===== config.mk =====
export PLATFORM = sky130hd
export DESIGN_NAME = firmware_download_sequencer_top
export DESIGN_NICKNAME = d
export VERILOG_FILES = /design/src/hw/rtl/fds_pkg.sv /design/src/hw/rtl/firmware_download_sequencer_top.sv
export SDC_FILE = /design/constraint.sdc
export NUM_CORES = 1
export LEC_CHECK = 0
export BUFFER_PORTS_ARGS = -buffer_cell sky130_fd_sc_hd__buf_2
export CAP_MARGIN = 20
export CORE_MARGIN = 2
export CORE_UTILIZATION = 42
export DETAILED_ROUTE_END_ITERATION = 12
export PLACE_DENSITY = 0.65
export SETUP_SLACK_MARGIN = 0.4
export SLEW_MARGIN = 20
export SYNTH_ARGS = -nofsm -noshare
export SYNTH_HDL_FRONTEND = slang
export SYNTH_SLANG_ARGS = --single-unit
export TNS_END_PERCENT = 1

===== constraint.sdc =====
create_clock -name clk -period 6.4 [get_ports clk]
set_input_delay 0.64 -clock clk [delete_from_list [all_inputs] [get_ports clk]]
set_output_delay 0.64 -clock clk [all_outputs]
set_load 0.03 [all_outputs]

===== src/hw/rtl/fds_pkg.sv =====
// Shared constants, codes and address helpers for the firmware download sequencer.
package fds_pkg;

    localparam int SECTOR_BYTES = 8192;
    localparam int CHUNK_BYTES  = 128;

    localparam int SECTOR_SHIFT = $clog2(SECTOR_BYTES);
    localparam int CHUNK_SHIFT  = $clog2(CHUNK_BYTES);

    localparam int SIZE_W       = 19;
    localparam int CRC_W        = 32;
    localparam int DELAY_W      = 8;
    localparam int SECTOR_IDX_W = 6;
    localparam int CHUNK_IDX_W  = 12;

    localparam int SEC_END_W = SECTOR_IDX_W + 1 + SECTOR_SHIFT;
    localparam int CHK_END_W = CHUNK_IDX_W + 1 + CHUNK_SHIFT;

    localparam logic [DELAY_W-1:0] DELAY_RESET = 8'd10;

    localparam int S_TDATA_W = 56;
    localparam int M_TDATA_W = 72;
    localparam int PADDR_W   = 3;

    // register index taken from paddr[2]
    localparam logic REG_STARTUP_DELAY = 1'b0;

    typedef enum logic [1:0] {
        EV_START = 2'd0,
        EV_TICK  = 2'd1,
        EV_DONE  = 2'd2
    } event_t;

    typedef enum logic [2:0] {
        K_AUTOBAUD = 3'd0,
        K_PING     = 3'd1,
        K_ERASE    = 3'd2,
        K_DLSTART  = 3'd3,
        K_DATA     = 3'd4,
        K_CRCQ     = 3'd5,
        K_FINISHED = 3'd6
    } kind_t;

    function automatic logic [SIZE_W-1:0] sector_addr(input logic [SECTOR_IDX_W-1:0] idx);
        logic [SECTOR_IDX_W+SECTOR_SHIFT-1:0] full;
        full = {idx, {SECTOR_SHIFT{1'b0}}};
        return SIZE_W'(full);
    endfunction

    function automatic logic [SIZE_W-1:0] chunk_addr(input logic [CHUNK_IDX_W-1:0] idx);
        logic [CHUNK_IDX_W+CHUNK_SHIFT-1:0] full;
        full = {idx, {CHUNK_SHIFT{1'b0}}};
        return SIZE_W'(full);
    endfunction

endpackage


===== src/hw/rtl/firmware_download_sequencer_top.sv =====
// Firmware download sequencer: event decode, command sequencing and output register.
// Latency: a command word appears on m_* the cycle after its event word is accepted.
// Throughput: one event word per cycle; s_tready drops only while a command word
// waits in the output register and m_tready is low.
// Reset (rst_n low, asynchronous): sequencer idle, counters and stored image cleared,
// startup delay register back to 10 ticks, no command word pending.
module firmware_download_sequencer_top (
    input  logic                            clk,
    input  logic                            rst_n,
    // event channel
    input  logic                            s_tvalid,
    output logic                            s_tready,
    input  logic [fds_pkg::S_TDATA_W-1:0]   s_tdata,   // [18:0] image_size, [50:19] image_crc
    input  logic [1:0]                      s_tuser,   // [1:0] cmd
    // command channel
    output logic                            m_tvalid,
    input  logic                            m_tready,
    output logic [fds_pkg::M_TDATA_W-1:0]   m_tdata,   // [18:0] target_address,
                                                       // [37:19] byte_count, [69:38] crc_word
    output logic [2:0]                      m_tuser,   // [2:0] command_kind
    // configuration port
    input  logic                            psel,
    input  logic                            penable,
    input  logic                            pwrite,
    input  logic [fds_pkg::PADDR_W-1:0]     paddr,
    input  logic [31:0]                     pwdata,
    output logic [31:0]                     prdata,
    output logic                            pready
);

    typedef enum logic [2:0] {
        PH_IDLE    = 3'd0,
        PH_DELAY   = 3'd1,
        PH_PING    = 3'd2,
        PH_ERASE   = 3'd3,
        PH_DLSTART = 3'd4,
        PH_DATA    = 3'd5,
        PH_CRC     = 3'd6
    } phase_t;

    // Sequencer state
    phase_t                              phase_reg, phase_next;
    logic [fds_pkg::SIZE_W-1:0]          size_reg, size_next;
    logic [fds_pkg::CRC_W-1:0]           crc_reg, crc_next;
    logic [fds_pkg::SECTOR_IDX_W-1:0]    sector_reg, sector_next;
    logic [fds_pkg::CHUNK_IDX_W-1:0]     chunk_reg, chunk_next;
    logic [fds_pkg::DELAY_W-1:0]         delay_reg, delay_next;
    logic [fds_pkg::DELAY_W-1:0]         startup_reg;

    // Output register
    logic                                out_valid_reg, out_valid_next;
    fds_pkg::kind_t                      out_kind_reg, out_kind_next;
    logic [fds_pkg::SIZE_W-1:0]          out_addr_reg, out_addr_next;
    logic [fds_pkg::SIZE_W-1:0]          out_count_reg, out_count_next;
    logic [fds_pkg::CRC_W-1:0]           out_crc_reg, out_crc_next;

    // Decoded input word
    fds_pkg::event_t                     ev;
    logic [fds_pkg::SIZE_W-1:0]          in_size;
    logic [fds_pkg::CRC_W-1:0]           in_crc;
    logic                                accept;

    // Result of this word
    logic                                res_valid;
    fds_pkg::kind_t                      res_kind;
    logic [fds_pkg::SIZE_W-1:0]          res_addr;
    logic [fds_pkg::SIZE_W-1:0]          res_count;
    logic [fds_pkg::CRC_W-1:0]           res_crc;

    // Last-sector / last-chunk tests and data length
    logic [fds_pkg::SECTOR_IDX_W:0]      sector_inc;
    logic [fds_pkg::CHUNK_IDX_W:0]       chunk_inc;
    logic [fds_pkg::SEC_END_W-1:0]       sector_end;
    logic [fds_pkg::CHK_END_W-1:0]       chunk_end;
    logic                                last_sector;
    logic                                last_chunk;
    logic [fds_pkg::CHUNK_IDX_W-1:0]     data_idx;
    logic [fds_pkg::SIZE_W-1:0]          data_addr;
    logic [fds_pkg::SIZE_W-1:0]          data_rest;
    logic [fds_pkg::SIZE_W-1:0]          data_len;

    logic                                cfg_write;

    assign ev      = fds_pkg::event_t'(s_tuser);
    assign in_size = s_tdata[fds_pkg::SIZE_W-1:0];
    assign in_crc  = s_tdata[fds_pkg::SIZE_W +: fds_pkg::CRC_W];

    // The output register frees itself when the downstream takes the word.
    assign s_tready = !out_valid_reg || m_tready;
    assign accept   = s_tvalid && s_tready;

    assign m_tvalid = out_valid_reg;
    assign m_tuser  = out_kind_reg;
    assign m_tdata  = {{(fds_pkg::M_TDATA_W - 2*fds_pkg::SIZE_W - fds_pkg::CRC_W){1'b0}},
                       out_crc_reg, out_count_reg, out_addr_reg};

    // APB: always ready, one register at index 0
    assign pready    = 1'b1;
    assign cfg_write = psel && penable && pwrite && (paddr[2] == fds_pkg::REG_STARTUP_DELAY);
    assign prdata    = (paddr[2] == fds_pkg::REG_STARTUP_DELAY)
                     ? {{(32-fds_pkg::DELAY_W){1'b0}}, startup_reg} : 32'd0;

    // A sector or chunk is the last one once its end reaches the image size.
    assign sector_inc  = {1'b0, sector_reg} + 1'b1;
    assign chunk_inc   = {1'b0, chunk_reg} + 1'b1;
    assign sector_end  = {sector_inc, {fds_pkg::SECTOR_SHIFT{1'b0}}};
    assign chunk_end   = {chunk_inc, {fds_pkg::CHUNK_SHIFT{1'b0}}};
    assign last_sector = sector_end >= fds_pkg::SEC_END_W'(size_reg);
    assign last_chunk  = chunk_end >= fds_pkg::CHK_END_W'(size_reg);

    // Data word: first chunk out of download-start, else the next chunk.
    assign data_idx  = (phase_reg == PH_DATA) ? chunk_inc[fds_pkg::CHUNK_IDX_W-1:0]
                                              : '0;
    assign data_addr = fds_pkg::chunk_addr(data_idx);
    assign data_rest = (size_reg > data_addr) ? (size_reg - data_addr) : '0;
    assign data_len  = (data_rest > fds_pkg::SIZE_W'(fds_pkg::CHUNK_BYTES))
                     ? fds_pkg::SIZE_W'(fds_pkg::CHUNK_BYTES) : data_rest;

    always_comb
    begin
        phase_next  = phase_reg;
        size_next   = size_reg;
        crc_next    = crc_reg;
        sector_next = sector_reg;
        chunk_next  = chunk_reg;
        delay_next  = delay_reg;

        res_valid = 1'b0;
        res_kind  = fds_pkg::K_AUTOBAUD;
        res_addr  = '0;
        res_count = '0;
        res_crc   = '0;

        if (accept)
        begin
            unique case (ev)
                fds_pkg::EV_START:
                begin
                    // restarts even mid-sequence
                    size_next   = in_size;
                    crc_next    = in_crc;
                    sector_next = '0;
                    chunk_next  = '0;
                    delay_next  = '0;
                    phase_next  = PH_DELAY;
                    res_valid   = 1'b1;
                    res_kind    = fds_pkg::K_AUTOBAUD;
                end
                fds_pkg::EV_TICK:
                begin
                    if (phase_reg == PH_DELAY)
                    begin
                        if (delay_reg >= startup_reg)
                        begin
                            phase_next = PH_PING;
                            res_valid  = 1'b1;
                            res_kind   = fds_pkg::K_PING;
                        end
                        else
                        begin
                            delay_next = delay_reg + 1'b1;
                        end
                    end
                end
                fds_pkg::EV_DONE:
                begin
                    unique case (phase_reg)
                        PH_PING:
                        begin
                            sector_next = '0;
                            res_valid   = 1'b1;
                            if (size_reg == '0)
                            begin
                                phase_next = PH_DLSTART;
                                res_kind   = fds_pkg::K_DLSTART;
                                res_count  = size_reg;
                                res_crc    = crc_reg;
                            end
                            else
                            begin
                                phase_next = PH_ERASE;
                                res_kind   = fds_pkg::K_ERASE;
                            end
                        end
                        PH_ERASE:
                        begin
                            res_valid = 1'b1;
                            if (last_sector)
                            begin
                                phase_next = PH_DLSTART;
                                res_kind   = fds_pkg::K_DLSTART;
                                res_count  = size_reg;
                                res_crc    = crc_reg;
                            end
                            else
                            begin
                                sector_next = sector_inc[fds_pkg::SECTOR_IDX_W-1:0];
                                res_kind    = fds_pkg::K_ERASE;
                                res_addr    = fds_pkg::sector_addr(
                                                  sector_inc[fds_pkg::SECTOR_IDX_W-1:0]);
                            end
                        end
                        PH_DLSTART:
                        begin
                            chunk_next = '0;
                            res_valid  = 1'b1;
                            if (size_reg == '0)
                            begin
                                phase_next = PH_CRC;
                                res_kind   = fds_pkg::K_CRCQ;
                                res_count  = size_reg;
                            end
                            else
                            begin
                                phase_next = PH_DATA;
                                res_kind   = fds_pkg::K_DATA;
                                res_addr   = data_addr;
                                res_count  = data_len;
                            end
                        end
                        PH_DATA:
                        begin
                            res_valid = 1'b1;
                            if (last_chunk)
                            begin
                                phase_next = PH_CRC;
                                res_kind   = fds_pkg::K_CRCQ;
                                res_count  = size_reg;
                            end
                            else
                            begin
                                chunk_next = data_idx;
                                res_kind   = fds_pkg::K_DATA;
                                res_addr   = data_addr;
                                res_count  = data_len;
                            end
                        end
                        PH_CRC:
                        begin
                            phase_next = PH_IDLE;
                            res_valid  = 1'b1;
                            res_kind   = fds_pkg::K_FINISHED;
                        end
                        default:
                        begin
                            // idle or delay: response ignored
                        end
                    endcase
                end
                default:
                begin
                    // unused event code
                end
            endcase
        end

        // output register: load on a result, drain when taken
        out_valid_next = out_valid_reg;
        out_kind_next  = out_kind_reg;
        out_addr_next  = out_addr_reg;
        out_count_next = out_count_reg;
        out_crc_next   = out_crc_reg;
        if (accept && res_valid)
        begin
            out_valid_next = 1'b1;
            out_kind_next  = res_kind;
            out_addr_next  = res_addr;
            out_count_next = res_count;
            out_crc_next   = res_crc;
        end
        else if (m_tready)
        begin
            out_valid_next = 1'b0;
        end
    end

    always_ff @(posedge clk or negedge rst_n)
    begin
        if (!rst_n)
        begin
            phase_reg     <= PH_IDLE;
            size_reg      <= '0;
            crc_reg       <= '0;
            sector_reg    <= '0;
            chunk_reg     <= '0;
            delay_reg     <= '0;
            startup_reg   <= fds_pkg::DELAY_RESET;
            out_valid_reg <= 1'b0;
            out_kind_reg  <= fds_pkg::K_AUTOBAUD;
            out_addr_reg  <= '0;
            out_count_reg <= '0;
            out_crc_reg   <= '0;
        end
        else
        begin
            phase_reg     <= phase_next;
            size_reg      <= size_next;
            crc_reg       <= crc_next;
            sector_reg    <= sector_next;
            chunk_reg     <= chunk_next;
            delay_reg     <= delay_next;
            if (cfg_write)
            begin
                startup_reg <= pwdata[fds_pkg::DELAY_W-1:0];
            end
            out_valid_reg <= out_valid_next;
            out_kind_reg  <= out_kind_next;
            out_addr_reg  <= out_addr_next;
            out_count_reg <= out_count_next;
            out_crc_reg   <= out_crc_next;
        end
    end

endmodule


==> metrics.cfg, run 1 <==
[cts]
cts_tree=yes
clockBufferDepth=2
insertion_delay_ns=0.43
post_cts_buffers=0
cts_root_buf=clkbuf_16
hold_buffers=0
htreeDepth=4
cts_made_buffers=17
clkSinkCount=155
cts_resized=0
clk_pin_slew_ns=0.07

[power_and_ir_drop]
peakVddDrop_uv=183.0
seqPwrFrac_pct=41.9
p_int_mw=1.902
p_leak_nw=4.861
power_mw=2.907
switching_share_pct=34.56
p_per_area_nw_per_um2=293.9
switchingPower_mw=1.005
clock_power_share_pct=34.7
combPwrFrac_pct=23.4

[yosys]
synthCells=784
synth_top_area_share_pct=45.29
synthArstFlopShare_pct=100.0
synth_most_common_cell=dfrtp_1
yosys-top-cells-count=dfrtp_1, mux2_2, a22o_1, inv_1, ha_1
synth_top_cell_by_area=dfrtp_1
netlist_area_um2=8454
yosysUniqueCellTypes=70
synthTopCellsByArea=dfrtp_1, mux2_2, ha_1
yosys_warnings=0
synth-seq-cells=155
synth-main-ff-cell=dfrtp_1
avgSynthCellArea_um2=10.78
synth_edf_count=0
ys_seq_area_share_pct=45.91

[placed_design]
dpl_cell_area_um2=9259
pre_cts_ws_ns=2.044
dpl.cell_count=1164
place_congestion=0.8707
io_buffer_count=144
place_hpwl_um=14380

[status]
status=finished clean

[finish]
final_nets=1067
final_util_pct=50.48
areaGrowthSynthToFinish_pct=16.97
n_antenna_cell=0
final_layout_size_suffix_gt1_share_pct=28.22
layout.cells.non_filler=1197
final_area_um2=9889

[timing]
timing.fmax_mhz=227.1
worst_slack_ns=1.997
hold_viol_final=0
whs_ns=0.07504
slew_viol_final=0
setup_viol=0
worst_slew_pin_slew_ns=0.7959
relSlewSlack_pct=46.83
fin_setup_tns_ns=0
min_period_ns=4.403
skew_ns=0.01061
rsz0062_at_grt=no
finalCritPeriodShare_pct=68.79

[die]
start_util_pct=43.16
die_x_um=145.9
io_pins=210
rows=51
core_region_area_um2=19590
die_h_um=145.9
die_area_um2=21280

[worst_setup_path]
critPathLaunchType=flop
cp.arrival_ns=4.73
cpMaxStageDelayCell=dfrtp_1
worstPathMaxFanout=18
crit_required_ns=6.73
max_stage_delay_ns=0.72
critPathKind=flop to flop
rr_startpoint=phase_reg[0]
crit_start=phase_reg[0]
crit_path_cell_trace=inv_1 > nor3_1 > buf_4 > and2_1 > inv_1 > ha_1 > a21oi_1 > o211ai_1 > a221o_1 > a311o_1 > a21oi_1 > nand4_1 > o21ai_0
end_kind=flop

[global_route]
antenna_found_initial=0
use_met2_pct=29.65
grt_max_degree=107
grt_pass1_wl_um=33230
grt-ovfl-total=0
grt_pass1_vias=6356
grtUsageMet3_pct=5.235
grtUsageMet1_pct=26.73
busiest_layer=met2
grt_use_total_pct=19.18

[route]
drc=0
drt_iter0_markers=419
wl_per_cell_um=16.74
ant_nets=0
drt-total-wl_um=20040
drtPass1Iterations=7
viasPerCell=5.420
vias=6488

[job]
cap_viol_max_count=0

[min_path]
hold_path_class=input port to async pin

[worst paths after layout]
kind                       slack [ns]  cells after the start                 to
setup / recovery                 2.00                     13   out_count_reg[3]
hold / removal                   0.08                      1  out_count_reg[12]
setup reg to reg                 2.00                     13   out_count_reg[3]
hold reg to reg                  0.48                      2   out_addr_reg[15]
max in group asynchronous        5.02                      3     out_crc_reg[9]
min in group clk                 0.44                      2        crc_reg[21]
[worst max-delay path: cells and delay by family, from the launching register on]
| family | cells | cell delay, ns |
|---|---|---|
| and+or+nand+nor | 3 | 0.95 |
| buffers and inverters | 3 | 0.60 |
| adders and majority gates | 1 | 0.37 |
| AOI/OAI and AO/OA | 6 | 1.65 |
| DFF | 1 | 0.72 |
[power by group through the flow]
stage	clock, mW	sequential, mW	combinational [mW]
3_5_place_dp	0	1.24	0.674
6_report	1.01	1.22	0.681
5_1_grt	1.08	1.24	0.768
3_3_place_gp	0	1.23	0.659
2_1_floorplan	0	1.19	0.536
4_1_cts	1.03	1.22	0.678
[cell type report]
| type | count | area, um^2 |
|---|---|---|
| Timing Repair Buffer | 150 | 792.0 |
| Clock buffer | 17 | 425.4 |
| Clock inverter | 15 | 177.7 |
| Tap cell | 265 | 331.6 |
| Fill cell | 1809 | 9701 |
| Inverter | 48 | 180.2 |
| Multi-Input combinational cell | 547 | 4101 |
| Sequential cell | 155 | 3881 |
[placed cells by master (no fill, tap or decap), types with 4 or more instances in the layout]
cell         n
clkinv_8     5
ha_1        47
nor2_1      28
buf_4        5
o21ai_0     38
clkbuf_16   17
buf_2      143
a22oi_1     13
and4_1       4
nand2b_1     5
nor4_1       6
conb_1      34
dfrtp_1    153
nand4_1     10
a21oi_1     33
inv_1       48
or3_1        6
nor3_1       6
a31oi_1      7
a22o_1      59
o31ai_1      6
a21o_1      10
xnor2_1     14
inv_8        4
o211ai_1     9
mux2i_1      4
and3_1      11
and2_1       9
nand2_1     35
nand3_1     27
mux2_2      64
or4_1        4
[per-layer routing]
metal / share of wire [%] / vias up
met2: 46 / 173
li1: - / 3096
met4: 1.5 / 0
met5: 0 / -
met1: 47 / 3200
met3: 5.4 / 19
[kinds of logic after synthesis]
logic type / count (synthesis) / synth area share, %
buffers and inverters: 114 / 7.192
DFF: 155 / 45.91
and+or+nand+nor: 170 / 10.89
AOI/OAI and AO/OA: 210 / 17.97
other: 2 / 0.08883
xor gates and xnor gates: 17 / 1.761
muxes: 68 / 8.998
adders and majority gates: 48 / 7.193
No activity file was read; power rests on OpenSTA's default activity.
==> run 2: changes to the inputs <==
==> constraint.sdc (replaced) <==
create_clock -name clk -period 4.25 [get_ports clk]
set_input_delay 0.425 -clock clk [delete_from_list [all_inputs] [get_ports clk]]
set_output_delay 0.425 -clock clk [all_outputs]
set_load 0.03 [all_outputs]
==> run 2 against run 1 <==
First-iteration DRC count up 14%. Clock skew barely moved. Clock-buffer cell count is the same. Sequential cell count unchanged. Critical path depth is 2 higher. Highest routed layer unchanged.
==> metrics.cfg, run 2 (synthesis gave the netlist of run 1 again) <==
[placed_design]
place_congestion=0.8719  ; +0.14%
dpl_cell_area_um2=9334  ; +0.81%
pre_cts_ws_ns=0.3146  ; -1.730 ns
io_buffer_count=144  ; unchanged
place_hpwl_um=14720  ; +2.3%

[route]
wl_per_cell_um=16.82  ; +0.50%
ant_nets=0  ; unchanged
drt-total-wl_um=20320  ; +1.4%
drc=0  ; unchanged
viasPerCell=5.435  ; +0.27%
drtPass1Iterations=5  ; -2
vias=6565  ; +1.2%
drt_iter0_markers=479  ; +14%

[finish]
fill_cells=1806  ; -0.17%
final_nets=1078  ; +1.0%
final_area_um2=9985  ; +0.96%
layout_commonest_cell=dfrtp_1
seq_area_um2=3881  ; unchanged
multi_input_area_um2=4135  ; +0.82%
areaGrowthSynthToFinish_pct=18.10
n_antenna_cell=0  ; unchanged
final_cell_mix=dfrtp_1, buf_2, mux2_2
final_layout_size_suffix_gt1_share_pct=29.90  ; +1.7 points

[status]
status=finished clean

[global_route]
grt_use_total_pct=19.28  ; +0.097 points
grt_max_degree=102  ; -4.7%
grt_pass1_wl_um=33320  ; +0.27%
grt_pass1_vias=6443  ; +1.4%
antenna_found_initial=0  ; unchanged
grt-ovfl-total=0  ; unchanged

[timing]
rsz0062_at_grt=yes
finalCritPeriodShare_pct=84.71  ; +16 points
slew_viol_final=0  ; unchanged
relSlewSlack_pct=37.69  ; -9.1 points
worst_slack_ns=0.6498  ; -1.348 ns
hold_viol_final=0  ; unchanged
timing.fmax_mhz=277.8  ; +22%
worst_slew_pin_slew_ns=0.9346  ; +0.1387 ns
skew_ns=0.01096  ; +0.0003548 ns
min_period_ns=3.600  ; -0.8025 ns
setup_viol=0  ; unchanged
fin_setup_tns_ns=0  ; unchanged

[cts]
cts_root_buf=clkbuf_16
cts_tree=yes
clockBufferDepth=2  ; unchanged
htreeDepth=4  ; unchanged
clkSinkCount=155  ; unchanged
insertion_delay_ns=0.42  ; about the same
clk_pin_slew_ns=0.07  ; about the same
hold_buffers=0  ; unchanged
cts_made_buffers=17  ; unchanged

[power_and_ir_drop]
p_per_area_nw_per_um2=440.8  ; +50%
power_mw=4.401  ; +51%
p_leak_nw=4.915  ; +1.1%
peakVddDrop_uv=268.2  ; +47%

[worst_setup_path]
worstPathMaxFanout=7  ; -11
critPathLaunchType=flop
crit_required_ns=4.59  ; -2.14 ns
end_kind=flop
critPathKind=flop to flop
r2r_slack_ns=0.65  ; -1.35 ns
cp.arrival_ns=3.94  ; -0.79 ns

[min_path]
hold_path_class=input port to async pin

[job]
cap_viol_max_count=0  ; unchanged

[die]
die_h_um=145.9  ; unchanged
core_region_area_um2=19590  ; unchanged
rows=51  ; unchanged
io_pins=210  ; unchanged
start_util_pct=43.16  ; unchanged
die_area_um2=21280  ; unchanged
die_x_um=145.9  ; unchanged

[run 2: cell type report]
cell class,count,area share [%]
tap,265,3.321
timing repair buffer,161,8.559
multi-input combinational,547,41.42
clock inverter,15,1.767
clock buffer,17,4.261
sequential,155,38.87
inverter,48,1.805
[run 2: report_power, final]
group / switching (mW) / internal (mW) / total [mW]
clock: 0.719 / 0.796 / 1.51
sequential: 0.161 / 1.65 / 1.81
combinational: 0.639 / 0.435 / 1.07
total: 1.52 / 2.88 / 4.40
[run 2: timing repair]
| item | 4_1_cts | 5_1_grt |
|---|---|---|
| pin swaps | 1 | 1 |
| endpoints found under the setup margin | 6 | 27 |
| setup buffers | 1 | 1 |
| gates resized for setup | 0 | 9 |
[run 2: critical path: stages (launching register included)]
cell and delay, ns:
dfrtp_1 0.43, and4_2 0.30, and3_1 0.21, nand2_1 0.08, xnor2_1 0.17, and2_1 0.20
inv_1 0.07, ha_1 0.37, a21oi_2 0.24, nor2_1 0.06, a311oi_1 0.28, o2111ai_1 0.17
nor4_2 0.39, nand4_1 0.15, buf_4 0.20, o21ai_0 0.17
[run 2: path summary, 6_finish.rpt]
path                                  start               end  cells after the start
setup / recovery               chunk_reg[2]  out_count_reg[1]                     15
hold / removal                        rst_n      size_reg[15]                      1
setup reg to reg               chunk_reg[2]  out_count_reg[1]                     15
hold reg to reg            out_addr_reg[14]  out_addr_reg[14]                      2
max in group asynchronous             rst_n   out_crc_reg[29]                      2
min in group clk                s_tdata[36]       crc_reg[17]                      2
[run 2: stage by stage]
| step | utilization (%) | hold slack [ns] | cells |
|---|---|---|---|
| finish | 50.97 | 0.07301 | 1208 |
| global route | 50.97 | 0.1642 | 1208 |
| global placement | 47.65 | 0.4606 | 1174 |
| CTS | 50.76 | 0.1304 | 1207 |
| floorplan | - | 0.1294 | 816 |
| detailed placement | 47.65 | 0.4607 | 1174 |
[run 2: layer usage]
metal | vias up | share of wire (%) | GRT usage, %
li1 | 3120 | - | -
met1 | 3234 | 46 | 26.40
met2 | 192 | 47 | 30.64
met3 | 19 | 6.0 | 5.016
met4 | 0 | 1.2 | 4.755
met5 | - | 0 | 0
==> run 3: changes to the inputs <==
--- a/config.mk
+++ b/config.mk
@@ -5,12 +5,12 @@
 export SDC_FILE = /design/constraint.sdc
 export NUM_CORES = 1
 export LEC_CHECK = 0
+export ABC_AREA = 1
 export BUFFER_PORTS_ARGS = -buffer_cell sky130_fd_sc_hd__buf_2
 export CAP_MARGIN = 20
 export CORE_MARGIN = 2
 export CORE_UTILIZATION = 42
 export DETAILED_ROUTE_END_ITERATION = 12
-export PLACE_DENSITY = 0.65
 export SETUP_SLACK_MARGIN = 0.4
 export SLEW_MARGIN = 20
 export SYNTH_ARGS = -nofsm -noshare
==> constraint.sdc (replaced) <==
create_clock -name clk -period 3.38 [get_ports clk]
set_input_delay 0.338 -clock clk [delete_from_list [all_inputs] [get_ports clk]]
set_output_delay 0.338 -clock clk [all_outputs]
set_load 0.03 [all_outputs]
==> run 3 against run 2 <==
Critical path depth up 5. Synthesized cell count up 41%. Synthesized area up 6.5%. Fmax up 19%. Cell area up 12%. Hold slack better by 0.053 ns. Combinational power up 4%. Cell count up 29%. Sequential power up 17%. Clock power up 25%. Critical endpoint is now out_count_reg[0].
==> metrics.cfg, run 3 <==
[placed_design]
dpl.cell_count=1502  ; +28%
place_hpwl_um=16520  ; +12%
io_buffer_count=144  ; unchanged
place_congestion=0.8631  ; -1.0%

[yosys]
synth_top_cell_by_area=dfrtp_1
yosys-top-cells-count=nand2_1, dfrtp_1, inv_1, nor2_1, nand3_1
ys_seq_area_share_pct=43.09  ; -2.8 points
yosys_warnings=0  ; unchanged
synthTopCellsByArea=dfrtp_1, nand2_1, ha_1
synthCells=1103  ; +41%
netlist_area_um2=9007  ; +6.5%
synthArstFlopShare_pct=100.0  ; unchanged
yosysUniqueCellTypes=49  ; -30%
avgSynthCellArea_um2=8.166  ; -24%
synth_edf_count=0  ; unchanged
synth_top_area_share_pct=42.51  ; -2.8 points
synth-main-ff-cell=dfrtp_1
synth-seq-cells=155  ; unchanged
synth_most_common_cell=nand2_1

[finish]
n_antenna_cell=0  ; unchanged
fill_cells=1969  ; +9.0%
final_nets=1421  ; +32%
areaGrowthSynthToFinish_pct=24.29
final_cell_mix=nand2_1, dfrtp_1, buf_2
final_layout_size_suffix_gt1_share_pct=29.00  ; -0.90 points
layout_commonest_cell=nand2_1
layout.cells.non_filler=1561  ; +29%

[timing]
worst_slew_pin_slew_ns=0.8578  ; -0.07678 ns
setup_viol=0  ; unchanged
min_period_ns=3.038  ; -0.5623 ns
fin_setup_tns_ns=0  ; unchanged
finalCritPeriodShare_pct=89.88  ; +5.2 points
rsz0062_at_grt=yes
relSlewSlack_pct=42.81  ; +5.1 points
hold_viol_final=0  ; unchanged
slew_viol_final=0  ; unchanged
timing.fmax_mhz=329.2  ; +19%
skew_ns=0.01128  ; +0.0003175 ns

[worst_setup_path]
critPathLaunchType=flop
rr_startpoint=phase_reg[2]
cpMaxStageDelayCell=ha_2
critPathMostFrequentCell=nand2_1
crit_start=phase_reg[2]
worstPathMaxFanout=23  ; +16
crit_path_cell_trace=inv_2 > nor2_2 > inv_2 > nor2_4 > buf_8 > nand2_1 > ha_2 > nand2_1 > nor2_1 > nand2_1 > nand3b_4 > nand2_4 > inv_6 > nand3_1 > nand2_1 > nor2_2 > nand4_1 > nand2_4 > nand2_2 > nand2_2
max_stage_delay_ns=0.39  ; -0.04 ns
cp.arrival_ns=3.41  ; -0.53 ns
critPathKind=flop to flop
reg2reg_depth=20  ; +5
crit_required_ns=3.76  ; -0.83 ns
end_kind=flop

[cts]
clockBufferDepth=2  ; unchanged
htreeDepth=4  ; unchanged
clkSinkCount=155  ; unchanged
clk_pin_slew_ns=0.07  ; about the same
insertion_delay_ns=0.43  ; about the same
cts_made_buffers=17  ; unchanged
cts_root_buf=clkbuf_16
cts_tree=yes

[route]
vias=7732  ; +18%
drc=0  ; unchanged
ant_nets=0  ; unchanged
drt_iter0_markers=440  ; -8.1%
drt-total-wl_um=23500  ; +16%
wl_per_cell_um=15.05  ; -11%
drtPass1Iterations=5  ; unchanged
viasPerCell=4.953  ; -8.9%

[global_route]
grt_pass1_wl_um=37200  ; +12%
grt_max_degree=72  ; -29%
grt-ovfl-total=0  ; unchanged
grt_use_total_pct=20.96  ; +1.7 points
grt_pass1_vias=7267  ; +13%
antenna_found_initial=0  ; unchanged

[min_path]
hold_path_class=input port to flop
min_from=s_tdata[31]
whs_path_depth=2

[power_and_ir_drop]
combPwrFrac_pct=21.6  ; -2.8 points
switching_share_pct=33.50  ; -1.0 points
p_leak_nw=5.829  ; +19%
p_per_area_nw_per_um2=456.6  ; +3.6%
peakVddDrop_uv=352.4  ; +31%
clock_power_share_pct=37.0  ; +2.6 points
switchingPower_mw=1.713  ; +13%
p_int_mw=3.400  ; +18%
seqPwrFrac_pct=41.4  ; +0.2 points

[die]
start_util_pct=42.85  ; -0.31 points
rows=53  ; +3.9%
io_pins=210  ; unchanged
core_region_area_um2=21020  ; +7.3%
die_x_um=150.4  ; +3.1%
die_area_um2=22630  ; +6.4%
die_h_um=150.4  ; +3.1%

[status]
status=finished clean

[job]
cap_viol_max_count=0  ; unchanged

## run 3: changes by cell type after synthesis, sizes merged, moves of 13 or more
cell	delta
o21ai	+27
nand3	+71
nor2	+74
a22oi	-13
a21oi	+14
nand2	+239
inv	+68
nand4	+15
buf	+15
a22o	-59
mux2	-32
## run 3: cell families (layout without fill, tap and decap cells)
family / after synthesis / count (layout) / share of synthesized area [%]
adder cells (fa/ha/maj): 48 / 48 / 6.751
flip-flops: 155 / 155 / 43.09
buffers and inverters: 190 / 341 / 9.876
AO/OA/AOI/OAI: 145 / 145 / 9.321
other: 2 / 34 / 0.08338
AND/OR/NAND/NOR: 515 / 515 / 25.32
multiplexers: 32 / 32 / 4.001
XOR/XNOR: 16 / 16 / 1.556
## run 3: what timing repair did
| item | 4_1_cts | 5_1_grt |
|---|---|---|
| gates resized for setup | 38 | 60 |
| hold buffers | 1 | 0 |
| pin swaps | 12 | 27 |
| setup endpoints to repair | 22 | 77 |
| hold endpoints to repair | 62 | 0 |
| setup buffers | 9 | 17 |
## run 3: final timing paths
path	end	slack (ns)
setup / recovery	out_count_reg[0]	0.34
hold / removal	crc_reg[12]	0.13
setup reg to reg	out_count_reg[0]	0.34
hold reg to reg	out_addr_reg[17]	0.48
max in group asynchronous	out_count_reg[5]	2.12
min in group asynchronous	out_count_reg[15]	0.47
## run 3: layer usage
| metal | vias up | GRT usage, % | part of all wire, % |
|---|---|---|---|
| met4 | 0 | 6.368 | 1.6 |
| met5 | - | 0 | 0 |
| met3 | 27 | 6.182 | 7.2 |
| met2 | 211 | 31.70 | 45 |
| li1 | 3876 | - | - |
| met1 | 3618 | 29.01 | 46 |
## run 3: worst max-delay path, delay by kind of cell (launching register included)
family,cells,cell delay [ns]
flip-flops,1,0.36
buffers and inverters,4,0.40
AND/OR/NAND/NOR,15,1.81
adder cells (fa/ha/maj),1,0.39
## run 3: layout make-up
type	instances	area [um^2]	share of cell area [%]
timing repair buffer	192	1141	10.19
inverter	117	444.2	3.967
tap	275	344.1	3.073
multi-input combinational	790	4808	42.95
sequential	155	3881	34.67
clock buffer	17	425.4	3.800
clock inverter	15	151.4	1.352
## run 3: power by group through the flow
stage	clock network (mW)	logic (mW)	registers (mW)
finish	1.89	1.11	2.12
global route	1.99	1.24	2.14
CTS	1.93	1.04	2.11
detailed placement	0	1.00	2.14
global placement	0	0.987	2.14
floorplan	0	0.746	2.13
## run 3: metrics by stage
| stage | power, mW | instance area (um^2) | utilization [%] | setup WS (ns) | hold slack [ns] |
|---|---|---|---|---|---|
| 2_1_floorplan | 2.873 | 9128 | - | 0.4446 | 0.04241 |
| 3_3_place_gp | 3.124 | 9936 | 47.27 | 0.1095 | 0.3919 |
| 3_5_place_dp | 3.140 | 9936 | 47.27 | 0.07633 | 0.3918 |
| 4_1_cts | 5.085 | 10810 | 51.43 | 0.4002 | 0.1134 |
| 5_1_grt | 5.369 | 11200 | 53.26 | 0.1757 | 0.1206 |
| 6_report | 5.113 | 11200 | 53.26 | 0.3422 | 0.1263 |
